$ cat src/rtl/core/mic_pkg.sv
`default_nettype none

package mic_pkg;

  // Table size and derived widths
  localparam int ENTRIES  = 16;
  localparam int IDX_W    = (ENTRIES > 1) ? $clog2(ENTRIES) : 1;
  localparam int SUM_W    = 32 + IDX_W + 1;
  localparam int DIFF_W   = SUM_W + 1;
  localparam int MISM_MAX = (ENTRIES < 31) ? ENTRIES : 31;

  // Item opcodes
  localparam logic OP_UPDATE = 1'b0;
  localparam logic OP_SAMPLE = 1'b1;

  typedef enum logic [1:0] {
    ST_IDLE,
    ST_UPD,
    ST_SWEEP,
    ST_FINISH
  } state_t;

  // One stored interference entry, as held in the table RAM
  typedef struct packed {
    logic signed [31:0] vz;
    logic signed [31:0] vy;
    logic signed [31:0] vx;
    logic [7:0]         frame;
    logic [47:0]        life;
    logic [47:0]        stamp;
  } entry_t;

  // Control from the sequencer to the accumulator
  typedef struct packed {
    logic clear;
    logic step;
    logic live;
  } acc_ctl_t;

  localparam logic signed [DIFF_W-1:0] SAT_MAX = DIFF_W'(64'sd2147483647);
  localparam logic signed [DIFF_W-1:0] SAT_MIN = DIFF_W'(-64'sd2147483648);

  // Clamp a difference to the signed 32-bit range
  function automatic logic signed [31:0] sat32(input logic signed [DIFF_W-1:0] d);
    logic signed [31:0] r;
    if (d > SAT_MAX) begin
      r = 32'sh7FFF_FFFF;
    end else if (d < SAT_MIN) begin
      r = 32'sh8000_0000;
    end else begin
      r = d[31:0];
    end
    return r;
  endfunction

endpackage

`default_nettype wire

$ cat src/rtl/core/mic_req_if.sv
`default_nettype none

interface mic_req_if;
  logic               valid;
  logic               ready;
  logic               opcode;
  logic [3:0]         source_index;
  logic [7:0]         frame_tag;
  logic [47:0]        stamp;
  logic [47:0]        lifetime;
  logic signed [31:0] field_x;
  logic signed [31:0] field_y;
  logic signed [31:0] field_z;

  modport source (
    output valid, opcode, source_index, frame_tag, stamp, lifetime,
           field_x, field_y, field_z,
    input  ready
  );

  modport sink (
    input  valid, opcode, source_index, frame_tag, stamp, lifetime,
           field_x, field_y, field_z,
    output ready
  );
endinterface

`default_nettype wire

$ cat src/rtl/core/mic_rsp_if.sv
`default_nettype none

interface mic_rsp_if;
  logic               valid;
  logic               ready;
  logic [7:0]         out_frame_tag;
  logic [47:0]        out_stamp;
  logic signed [31:0] corrected_x;
  logic signed [31:0] corrected_y;
  logic signed [31:0] corrected_z;
  logic [4:0]         mismatched_entries;

  modport source (
    output valid, out_frame_tag, out_stamp, corrected_x, corrected_y,
           corrected_z, mismatched_entries,
    input  ready
  );

  modport sink (
    input  valid, out_frame_tag, out_stamp, corrected_x, corrected_y,
           corrected_z, mismatched_entries,
    output ready
  );
endinterface

`default_nettype wire

$ cat src/rtl/core/mic_ram.sv
`default_nettype none

// Single-port-write, single-port-read RAM with registered read data
module mic_ram #(
  parameter int WIDTH = 8,
  parameter int DEPTH = 16,
  localparam int AW   = (DEPTH > 1) ? $clog2(DEPTH) : 1
) (
  input  logic             clk,
  input  logic             we,
  input  logic [AW-1:0]    waddr,
  input  logic [WIDTH-1:0] wdata,
  input  logic [AW-1:0]    raddr,
  output logic [WIDTH-1:0] rdata
);

  logic [WIDTH-1:0] mem [DEPTH];

  always_ff @(posedge clk) begin
    if (we) begin
      mem[waddr] <= wdata;
    end
    rdata <= mem[raddr];
  end

endmodule

`default_nettype wire

$ cat src/rtl/core/mic_accum.sv
`default_nettype none

// Per-entry accumulator: one table entry per step
module mic_accum (
  input  logic                          clk,
  input  mic_pkg::acc_ctl_t             ctl,
  input  mic_pkg::entry_t               ent,
  input  logic [7:0]                    frame,
  input  logic [47:0]                   stamp,
  output logic signed [mic_pkg::SUM_W-1:0] sum_x,
  output logic signed [mic_pkg::SUM_W-1:0] sum_y,
  output logic signed [mic_pkg::SUM_W-1:0] sum_z,
  output logic [4:0]                    mism
);

  logic [48:0] expiry;
  logic        alive;
  logic        same_frame;

  // Entry is live while stamp + lifetime has not fallen below the sample time
  assign expiry     = {1'b0, ent.stamp} + {1'b0, ent.life};
  assign alive      = ctl.live && (expiry >= {1'b0, stamp});
  assign same_frame = (ent.frame == frame);

  always_ff @(posedge clk) begin
    if (ctl.clear) begin
      sum_x <= '0;
      sum_y <= '0;
      sum_z <= '0;
      mism  <= '0;
    end else if (ctl.step && alive) begin
      if (same_frame) begin
        sum_x <= sum_x + mic_pkg::SUM_W'(ent.vx);
        sum_y <= sum_y + mic_pkg::SUM_W'(ent.vy);
        sum_z <= sum_z + mic_pkg::SUM_W'(ent.vz);
      end else if (mism != 5'd31) begin
        mism <= mism + 5'd1;
      end
    end
  end

endmodule

`default_nettype wire

$ cat src/rtl/core/magnetic_interference_compensator.sv
`default_nettype none

// Channel  Modport        Items carried
// -------  -------------  ---------------------------------------------------
// req      mic_req_if     field updates (opcode 0) and magnetometer samples
// rsp      mic_rsp_if     corrected samples, one per sample item
//
// An update does a table RAM read, then a conditional write-back.
// A sample sweeps the table, reading one RAM entry per cycle through the
// accumulator; then the finish state saturates and loads rsp.
// Reset clears the valid bits at once; the RAM itself is not cleared.
// A new item is taken while a result waits on rsp; a sample that finishes
// before rsp is free holds in its last cycle until rsp is taken.
module magnetic_interference_compensator (
  input  logic       clk,
  input  logic       rst,
  mic_req_if.sink    req,
  mic_rsp_if.source  rsp
);

  localparam logic [mic_pkg::IDX_W-1:0] LAST = mic_pkg::IDX_W'(mic_pkg::ENTRIES - 1);

  mic_pkg::state_t              state, state_next;
  logic [mic_pkg::IDX_W-1:0]    cnt, cnt_next;
  logic [mic_pkg::ENTRIES-1:0]  entry_valid;

  // Latched item
  logic [mic_pkg::IDX_W-1:0]    lat_idx;
  logic                         lat_idx_ok;
  logic [7:0]                   lat_frame;
  logic [47:0]                  lat_stamp;
  logic [47:0]                  lat_life;
  logic signed [31:0]           lat_vx, lat_vy, lat_vz;

  logic                         accept;
  logic                         load;
  logic                         keep_old;
  logic                         ram_we;
  logic [mic_pkg::IDX_W-1:0]    ram_raddr;
  mic_pkg::entry_t              ram_wdata;
  mic_pkg::entry_t              ram_rdata;
  mic_pkg::acc_ctl_t            acc_ctl;

  logic signed [mic_pkg::SUM_W-1:0] sum_x, sum_y, sum_z;
  logic [4:0]                   mism;

  // Output register
  logic                         out_valid;
  logic [7:0]                   out_frame;
  logic [47:0]                  out_stamp;
  logic signed [31:0]           out_x, out_y, out_z;
  logic [4:0]                   out_mism;

  assign accept    = req.valid && req.ready;
  assign req.ready = (state == mic_pkg::ST_IDLE);

  // Table read address: the update's entry or entry 0 on accept, next entry in sweep
  assign ram_raddr = (state == mic_pkg::ST_IDLE)
                   ? ((req.opcode == mic_pkg::OP_SAMPLE) ? '0
                                                         : mic_pkg::IDX_W'(req.source_index))
                   : cnt + 1'b1;

  // Skip the write when the stored entry is valid and strictly newer
  assign keep_old = entry_valid[lat_idx] && (lat_stamp < ram_rdata.stamp);
  assign ram_we   = (state == mic_pkg::ST_UPD) && lat_idx_ok && !keep_old;

  assign ram_wdata.stamp = lat_stamp;
  assign ram_wdata.life  = lat_life;
  assign ram_wdata.frame = lat_frame;
  assign ram_wdata.vx    = lat_vx;
  assign ram_wdata.vy    = lat_vy;
  assign ram_wdata.vz    = lat_vz;

  mic_ram #(
    .WIDTH ($bits(mic_pkg::entry_t)),
    .DEPTH (mic_pkg::ENTRIES)
  ) u_table (
    .clk   (clk),
    .we    (ram_we),
    .waddr (lat_idx),
    .wdata (ram_wdata),
    .raddr (ram_raddr),
    .rdata (ram_rdata)
  );

  assign acc_ctl.clear = accept && (req.opcode == mic_pkg::OP_SAMPLE);
  assign acc_ctl.step  = (state == mic_pkg::ST_SWEEP);
  assign acc_ctl.live  = entry_valid[cnt];

  mic_accum u_accum (
    .clk   (clk),
    .ctl   (acc_ctl),
    .ent   (ram_rdata),
    .frame (lat_frame),
    .stamp (lat_stamp),
    .sum_x (sum_x),
    .sum_y (sum_y),
    .sum_z (sum_z),
    .mism  (mism)
  );

  // State register
  always_ff @(posedge clk) begin
    if (rst) begin
      state <= mic_pkg::ST_IDLE;
      cnt   <= '0;
    end else begin
      state <= state_next;
      cnt   <= cnt_next;
    end
  end

  // Next state
  always_comb begin
    state_next = state;
    cnt_next   = cnt;
    load       = 1'b0;
    case (state)
      mic_pkg::ST_IDLE: begin
        cnt_next = '0;
        if (accept) begin
          state_next = (req.opcode == mic_pkg::OP_SAMPLE) ? mic_pkg::ST_SWEEP
                                                          : mic_pkg::ST_UPD;
        end
      end
      mic_pkg::ST_UPD: begin
        state_next = mic_pkg::ST_IDLE;
      end
      mic_pkg::ST_SWEEP: begin
        if (cnt == LAST) begin
          state_next = mic_pkg::ST_FINISH;
        end else begin
          cnt_next = cnt + 1'b1;
        end
      end
      mic_pkg::ST_FINISH: begin
        if (!out_valid || rsp.ready) begin
          load       = 1'b1;
          state_next = mic_pkg::ST_IDLE;
        end
      end
      default: begin
        state_next = mic_pkg::ST_IDLE;
      end
    endcase
  end

  // Item latch
  always_ff @(posedge clk) begin
    if (accept) begin
      lat_idx    <= mic_pkg::IDX_W'(req.source_index);
      lat_idx_ok <= (32'(req.source_index) < mic_pkg::ENTRIES);
      lat_frame  <= req.frame_tag;
      lat_stamp  <= req.stamp;
      lat_life   <= req.lifetime;
      lat_vx     <= req.field_x;
      lat_vy     <= req.field_y;
      lat_vz     <= req.field_z;
    end
  end

  // Valid bits
  always_ff @(posedge clk) begin
    if (rst) begin
      entry_valid <= '0;
    end else if (ram_we) begin
      entry_valid[lat_idx] <= 1'b1;
    end
  end

  // Result register
  always_ff @(posedge clk) begin
    if (rst) begin
      out_valid <= 1'b0;
    end else if (load) begin
      out_valid <= 1'b1;
    end else if (rsp.ready) begin
      out_valid <= 1'b0;
    end
  end

  always_ff @(posedge clk) begin
    if (load) begin
      out_frame <= lat_frame;
      out_stamp <= lat_stamp;
      out_x     <= mic_pkg::sat32(mic_pkg::DIFF_W'(lat_vx) - mic_pkg::DIFF_W'(sum_x));
      out_y     <= mic_pkg::sat32(mic_pkg::DIFF_W'(lat_vy) - mic_pkg::DIFF_W'(sum_y));
      out_z     <= mic_pkg::sat32(mic_pkg::DIFF_W'(lat_vz) - mic_pkg::DIFF_W'(sum_z));
      out_mism  <= mism;
    end
  end

  assign rsp.valid              = out_valid;
  assign rsp.out_frame_tag      = out_frame;
  assign rsp.out_stamp          = out_stamp;
  assign rsp.corrected_x        = out_x;
  assign rsp.corrected_y        = out_y;
  assign rsp.corrected_z        = out_z;
  assign rsp.mismatched_entries = out_mism;

  // A sample starts its sweep at entry 0
  a_sweep_start: assert property (@(posedge clk) disable iff (rst)
    (accept && req.opcode == mic_pkg::OP_SAMPLE)
      |=> (state == mic_pkg::ST_SWEEP && cnt == '0))
    else $error("sample did not start sweep at entry 0");

  // An update never produces a result
  a_update_silent: assert property (@(posedge clk) disable iff (rst)
    (accept && req.opcode == mic_pkg::OP_UPDATE && !out_valid) |=> !out_valid)
    else $error("update produced a result");

  // A table write leaves that entry marked valid
  a_write_marks_valid: assert property (@(posedge clk) disable iff (rst)
    ram_we |=> entry_valid[$past(lat_idx)])
    else $error("written entry not marked valid");

  // Mismatch count bounded by the table size
  a_mism_bound: assert property (@(posedge clk) disable iff (rst)
    out_valid |-> (32'(out_mism) <= mic_pkg::MISM_MAX))
    else $error("mismatch count exceeds table size");

endmodule

`default_nettype wire

$ cat src/flat_wrapper.sv
// flat-port wrapper written by rule: the top's interface ports become plain ports
module magnetic_interference_compensator_flat 
  (clk, rst, req_valid, req_opcode, req_source_index, req_frame_tag, req_stamp, req_lifetime, req_field_x, req_field_y, req_field_z, req_ready, rsp_valid, rsp_out_frame_tag, rsp_out_stamp, rsp_corrected_x, rsp_corrected_y, rsp_corrected_z, rsp_mismatched_entries, rsp_ready);
  mic_req_if req_i ();
  mic_rsp_if rsp_i ();
  input  logic clk;
  input  logic rst;
  input wire logic [$bits(req_i.valid)-1:0] req_valid;
  input wire logic [$bits(req_i.opcode)-1:0] req_opcode;
  input wire logic [$bits(req_i.source_index)-1:0] req_source_index;
  input wire logic [$bits(req_i.frame_tag)-1:0] req_frame_tag;
  input wire logic [$bits(req_i.stamp)-1:0] req_stamp;
  input wire logic [$bits(req_i.lifetime)-1:0] req_lifetime;
  input wire logic [$bits(req_i.field_x)-1:0] req_field_x;
  input wire logic [$bits(req_i.field_y)-1:0] req_field_y;
  input wire logic [$bits(req_i.field_z)-1:0] req_field_z;
  output wire logic [$bits(req_i.ready)-1:0] req_ready;
  output wire logic [$bits(rsp_i.valid)-1:0] rsp_valid;
  output wire logic [$bits(rsp_i.out_frame_tag)-1:0] rsp_out_frame_tag;
  output wire logic [$bits(rsp_i.out_stamp)-1:0] rsp_out_stamp;
  output wire logic [$bits(rsp_i.corrected_x)-1:0] rsp_corrected_x;
  output wire logic [$bits(rsp_i.corrected_y)-1:0] rsp_corrected_y;
  output wire logic [$bits(rsp_i.corrected_z)-1:0] rsp_corrected_z;
  output wire logic [$bits(rsp_i.mismatched_entries)-1:0] rsp_mismatched_entries;
  input wire logic [$bits(rsp_i.ready)-1:0] rsp_ready;
  assign req_i.valid = req_valid;
  assign req_i.opcode = req_opcode;
  assign req_i.source_index = req_source_index;
  assign req_i.frame_tag = req_frame_tag;
  assign req_i.stamp = req_stamp;
  assign req_i.lifetime = req_lifetime;
  assign req_i.field_x = req_field_x;
  assign req_i.field_y = req_field_y;
  assign req_i.field_z = req_field_z;
  assign req_ready = req_i.ready;
  assign rsp_valid = rsp_i.valid;
  assign rsp_out_frame_tag = rsp_i.out_frame_tag;
  assign rsp_out_stamp = rsp_i.out_stamp;
  assign rsp_corrected_x = rsp_i.corrected_x;
  assign rsp_corrected_y = rsp_i.corrected_y;
  assign rsp_corrected_z = rsp_i.corrected_z;
  assign rsp_mismatched_entries = rsp_i.mismatched_entries;
  assign rsp_i.ready = rsp_ready;
  magnetic_interference_compensator u_core (.clk(clk), .rst(rst), .req(req_i), .rsp(rsp_i));
endmodule
$ cat config.mk
export PLATFORM = sky130hd
export DESIGN_NAME = magnetic_interference_compensator_flat
export DESIGN_NICKNAME = d
export VERILOG_FILES = /design/src/rtl/core/mic_pkg.sv /design/src/rtl/core/mic_req_if.sv /design/src/rtl/core/mic_rsp_if.sv /design/src/rtl/core/mic_ram.sv /design/src/rtl/core/mic_accum.sv /design/src/rtl/core/magnetic_interference_compensator.sv /design/src/flat_wrapper.sv
export SDC_FILE = /design/constraint.sdc
export NUM_CORES = 2
export LEC_CHECK = 0
export BUFFER_PORTS_ARGS = -buffer_cell sky130_fd_sc_hd__buf_4
export CAP_MARGIN = 20
export CORE_MARGIN = 5
export CORE_UTILIZATION = 50
export CTS_CLUSTER_SIZE = 8
export DETAILED_ROUTE_END_ITERATION = 8
export PLACE_DENSITY = 0.7
export SYNTH_ARGS = -nofsm -noshare
export SYNTH_HDL_FRONTEND = slang
export SYNTH_SLANG_ARGS = --single-unit
$ cat constraint.sdc
create_clock -name clk -period 27.1 [get_ports clk]
set_input_delay 4.065 -clock clk [delete_from_list [all_inputs] [get_ports clk]]
set_output_delay 4.065 -clock clk [all_outputs]
set_load 0.02 [all_outputs]
# Yosys cells after proc, flatten, opt, wreduce, memory -nomap -nowiden
# Memories as Yosys holds them, arrays and structs flattened. A register that Yosys moved wholly into a read port is not among the register bits.
# Cells that the tools add are included.
dict set report totals {
  reg_bits 500
  ramBits 3200
  memories 1
  latchBits 0
  rom_bits 0
}
dict set report classes {
  n_lt_le_gt_ge 11
  n_mux 24
  eq_ne 10
  div_mod_pow 0
  n_reduce_logical 17
  bitwise 2
  shift 0
  multipliers 0
  addsub 9
}
# name depth word_bits rd rd_clocked_by_memory_dff wr line
set mem_list {}
lappend mem_list {u_core.u_table.mem 16 200 1 1 1 mic_ram.sv:17} ;# logic [WIDTH-1:0] mem [DEPTH];
# cell n
set ops {}
lappend ops {{38-bit by 32-bit > comparator with 1-bit output (second input constant)} 3}
lappend ops {{38-bit by 32-bit < comparator with 1-bit output (second input constant)} 3}
lappend ops {{32-bit by 37-bit subtractor with 38-bit output} 3}
lappend ops {{37-bit by 32-bit adder with 37-bit output} 3}
lappend ops {{32-bit 2-to-1 mux} 3}
lappend ops {{48-bit by 48-bit adder with 49-bit output} 1}
lappend ops {{49-bit by 48-bit >= comparator with 1-bit output} 1}
lappend ops {{48-bit < comparator} 1}
lappend ops {{16-bit OR} 1}
lappend ops {{4-bit 2-to-1 mux} 3}
lappend ops {{4-bit by 5-bit < comparator with 1-bit output (second input constant)} 2}
lappend ops {{1-bit 2-to-1 mux} 9}
lappend ops {{1-bit binary-select mux with 4-bit select} 2}
lappend ops {{8-bit == test} 1}
lappend ops {{2-bit 2-to-1 mux} 4}
lappend ops {{2-bit case mux with 4 select lines} 1}
lappend ops {{4-bit case mux with 2 select lines} 1}
lappend ops {{1-bit logical AND} 7}
lappend ops {{3-bit AND reduction} 2}
lappend ops {{5-bit by 1-bit adder with 5-bit output (second input constant)} 1}
lappend ops {{5-bit inequality test (second input constant)} 1}
lappend ops {{4-bit by 1-bit adder with 4-bit output (second input constant)} 1}
lappend ops {{1-bit demux with 4-bit select} 1}
lappend ops {{2-bit == test (second input constant)} 2}
lappend ops {{other kinds (11)} 16}

# Logic depth before layout (Yosys ltp)
dict set report logic_depth {
  word_depth 7
  depth_mapped 27
  ltp_nobuf 25
}

# Modules after synthesis
# From an unflattened synthesis, not the netlist that was laid out.
dict set report hier_totals {
  hier_cells 8817
  area_unflattened_um2 158124.2
}
# module cells_each area_per_inst_um2 n_inst
set modules_own_cells {}
lappend modules_own_cells {mic_ram 5216 123927.6 1}
lappend modules_own_cells {magnetic_interference_compensator 1758 20470.9 1}
lappend modules_own_cells {mic_accum 1843 13725.7 1}

# Worst setup path after synthesis
# OpenSTA, ideal clock, no wires.
dict set report synth_timing {
  path_kind {register -> register}
  from {reg u_core.lat_idx[0] in the netlist's numbering}
  to {mem u_core.u_table.mem[0][0] in the netlist's numbering (enable)}
  t_required_ns 25.851
  path_stages_with_launch 9
  setup_slack_ns 4.627
  arrival_ns 21.224
  path_cell_list {edfxtp_1 -> buf_1 -> mux4_2 -> mux4_2 -> and3b_1 -> o21ai_0 -> o2111ai_1 -> clkbuf_1 -> nor4_1}
}
dict set report synth_via {
  elab_chain_len 7
}
# element line
set synth_lines {}
lappend synth_lines {{from (decl)} magnetic_interference_compensator.sv:28} ;# logic [mic_pkg::IDX_W-1:0] lat_idx;
lappend synth_lines {{from (signal assigned)} magnetic_interference_compensator.sv:151} ;# lat_idx <= mic_pkg::IDX_W'(req.source_index);
lappend synth_lines {{1-bit binary-select mux with 4-bit select} magnetic_interference_compensator.sv:64} ;# assign keep_old = entry_valid[lat_idx] && (lat_stamp < ram_rdata.stamp);
lappend synth_lines {{1-bit 2-to-1 mux (implied by the code)} magnetic_interference_compensator.sv:64}
lappend synth_lines {{1-bit logical AND} magnetic_interference_compensator.sv:64}
lappend synth_lines {{1-bit logical NOT} magnetic_interference_compensator.sv:65} ;# assign ram_we = (state == mic_pkg::ST_UPD) && lat_idx_ok && !keep_old;
lappend synth_lines {{1-bit logical AND} magnetic_interference_compensator.sv:65}
lappend synth_lines {{1-bit 2-to-1 mux} mic_ram.sv:20} ;# if (we) begin
lappend synth_lines {{1-bit 2-to-1 mux (implied by the code)} mic_ram.sv:21} ;# mem[waddr] <= wdata;
lappend synth_lines {{to (decl)} mic_ram.sv:17}
# Parallel ways exist; a longest one is shown, timed or not. The select of a mux whose other input is x is not followed.

# Final worst setup path
dict set report layout_timing {
  from {reg u_core.u_table.rdata[48], read port of u_core.u_table.mem}
  to {reg u_core.u_accum.sum_z[34] in the netlist's numbering}
}
dict set report layout_via {
  elab_chain_len 5
}
# element line
set layout_lines {}
lappend layout_lines {{from (decl)} mic_ram.sv:14} ;# output logic [WIDTH-1:0] rdata
lappend layout_lines {{48-bit by 48-bit adder with 49-bit output} mic_accum.sv:21} ;# assign expiry = {1'b0, ent.stamp} + {1'b0, ent.life};
lappend layout_lines {{49-bit by 48-bit >= comparator with 1-bit output} mic_accum.sv:22} ;# assign alive = ctl.live && (expiry >= {1'b0, stamp});
lappend layout_lines {{1-bit logical AND} mic_accum.sv:22}
lappend layout_lines {{1-bit logical AND} mic_accum.sv:31} ;# end else if (ctl.step && alive) begin
lappend layout_lines {{2-bit AND reduction (no source line)} --}
lappend layout_lines {{to (signal assigned)} mic_accum.sv:35} ;# sum_z <= sum_z + mic_pkg::SUM_W'(ent.vz);
lappend layout_lines {{to (decl)} mic_accum.sv:12} ;# output logic signed [mic_pkg::SUM_W-1:0] sum_z,
# Every way passes these cells.
# A chain may end at the register's enable or synchronous reset.

==> out/metrics.cfg <==
[global_routing]
grt_pass1_wl_mm=641
grt_pass1_vias=104000
grt_antenna_before_repair=19
grt_use_total=0.250
grt_max_degree=190
grt-ovfl-total=0

[power]
ir_drop_v=0.0000637
power_mw=15.1
p_leak_nw=66.4
p_per_area_nw_per_um2=81.4

[cts]
numCtsBuffers=561
root_buffer=clkbuf_16
htree_levels=6
cts_resized=0
cts_buffer_depth=4
post_cts_buffers=0
cts.sink_count=3900
insertion_delay_ns=1.05
cts_tree=yes
hold_buffers=0
path_clk_slew_ns=0.05

[critical_path]
cp.required_ns=28.05
cp-start-kind=flip-flop
crit_fanout=50
worst-r2r-cell-count=26
critPathKind=flip-flop to flip-flop
cp.arrival_ns=9.36
end_kind=flip-flop

[synthesis]
yosys.area.top_type=edfxtp_1
ys_ff_latch=3900
synthTopCellsByCount=3561 x edfxtp_1, 3551 x nand2_1, 885 x nand3_1, 701 x clkbuf_1, 603 x a311oi_1
synth.distinct_cells=94
yosys_warnings=0
synth_flop_cell=edfxtp_1
synth_top_area_frac=0.661
synthArstFlopShare=0
syn_inst=12900
seq_area_frac_synth=0.703
yosysMostFrequentCell=edfxtp_1
synth_area_um2=162000
syn_nets=13500
synth_edf_count=3561
synthTopCellsByArea=edfxtp_1 66%, nand2_1 8.2%, dfxtp_1 4.2%
avgSynthCellArea_um2=12.5

[min_path]
min_path_type=flip-flop to flip-flop
hold_path_depth=2

[floorplanning]
core_area_um2=323000
fp.dieArea_um2=335000
num_rows=209
fp.dieW_um=579
ios=368
die_h_um=579
start_util=0.501

[routing]
drtAntennaViolNets=0
drt-total-wl_mm=431
drtPass1Iterations=6
num_vias=107000
via_per_inst=5.92
drtIter0Drc=12200
avgRoutedWirePerCell_um=23.8
drc=0

[timing]
maxSlewViolCount=0
hold_viol=0
fin_crit_sh=0.310
period_minus_slack_ns=8.41
skew_ns=0.0753
tightest_slew_ns=1.16
finalSetupTns_ns=0
rsz0062_at_grt=false
relSlewSlack=0.224
setup_viol=0
fmax_ghz=0.119

[finish]
drive_gt1_frac=0.0935
layout.nets=13900
area_growth_pct=14.8

[place]
hpwl_mm=224
gp_congestion=0.868
place.port_buffers=367

[outcome]
outcome=finished clean

[job]
maxCapViolCount=0

-- worst paths after layout --
path / start / endpoint / slack, ns
max: u_core.u_table.rdata[48] / u_core.u_accum.sum_z[34] / 18.69
min: u_core.entry_valid[14] / u_core.entry_valid[14] / 0.47
max reg2reg: u_core.u_table.rdata[48] / u_core.u_accum.sum_z[34] / 18.69
min reg2reg: u_core.entry_valid[14] / u_core.entry_valid[14] / 0.47
-- critical path: stages, from the launching register on --
cell and delay (ns):
dfxtp_1 0.38, ha_1 0.24, fa_1 0.44, a211oi_1 0.37, o211ai_1 0.24, a31o_2 0.30
o2111ai_1 0.40, a21oi_1 0.24, o211ai_1 0.37, and2_1 0.34, o21ai_0 0.20, a21oi_1 0.29
mux2i_1 0.22, nand3_1 0.08, ha_1 0.30, nand3_1 0.15, or4_1 0.57, or4_1 0.58
o211a_1 0.15, o211ai_1 0.11, a21oi_1 0.07, o21a_2 0.19, a211o_4 0.55, buf_4 0.36
buf_4 0.40, or4_1 0.58, a21oi_1 0.15
-- sequential cells by signal, summed over array words and instances, names as in the netlist, 37 cells and up --
register,flops
u_core.u_table.rdata,200
u_core.rsp.out_stamp,48
u_core.lat_stamp,48
u_core.u_accum.sum_x,37
u_core.lat_life,48
u_core.u_accum.sum_z,37
u_core.u_accum.sum_y,37
u_core.u_table.mem,3200
-- routing by layer --
layer,vias up,track usage,wire length (µm)
met3,759,0.0360,37300
met2,4897,0.398,200000
met4,2,0.0941,15000
li1,48600,-,-
met1,52600,0.351,178000
met5,-,0,13
-- report_power, final --
| part | leakage (nW) | switching [mW] | internal, mW | total (mW) |
|---|---|---|---|---|
| sequential | 34.9 | 0.166 | 6.74 | 6.91 |
| combinational | 23.6 | 1.09 | 0.608 | 1.70 |
| clock | 7.91 | 2.60 | 3.92 | 6.52 |
| total | 66.4 | 3.86 | 11.3 | 15.1 |
-- per-stage QoR --
step / hold slack (ns) / util / instances / instance area (µm²) / worst slack (ns)
floorplan: 0.436 / - / 12900 / 162000 / 4.63
global placement: 0.452 / 0.523 / 17100 / 169000 / 18.06
detailed placement: 0.457 / 0.523 / 17100 / 169000 / 18.01
CTS: 0.468 / 0.575 / 18000 / 186000 / 18.73
global route: 0.490 / 0.575 / 18100 / 186000 / 18.45
finish: 0.468 / 0.575 / 18100 / 186000 / 18.69
-- cell usage in the layout, fill, tap and decap left out, types with 198 or more instances in the layout --
cell       Yosys  layout
nand2_1     3551    3550
dfxtp_1      339     339
a31oi_1      229     227
clkbuf_1     701     348
buf_4          4     523
ha_1         365     365
edfxtp_1    3561    3561
a311oi_1     603     603
o21ai_0      198     198
inv_1        295     295
clkbuf_16      0     566
a21oi_1      559     559
nand3_1      885     885
and3_1       436     435
-- layout make-up --
| class | count | area, µm² |
|---|---|---|
| Clock buffer | 916 | 15500 |
| Timing Repair Buffer | 555 | 4570 |
| Multi-Input combinational cell | 7998 | 44300 |
| Inverter | 295 | 1110 |
| Fill cell | 25400 | 137000 |
| Antenna cell | 9 | 22.5 |
| Clock inverter | 61 | 1200 |
| Tap cell | 4325 | 5410 |
| Sequential cell | 3900 | 114000 |
-- cells by family after synthesis --
family                     synth area share
AOI/OAI and AO/OA                    0.0879
xor gates and xnor gates             0.0128
adders and majority gates            0.0291
buffers and inverters                0.0247
DFF                                   0.703
muxes                               0.00165
and+or+nand+nor                       0.141
No activity file was read; power rests on OpenSTA's default activity.
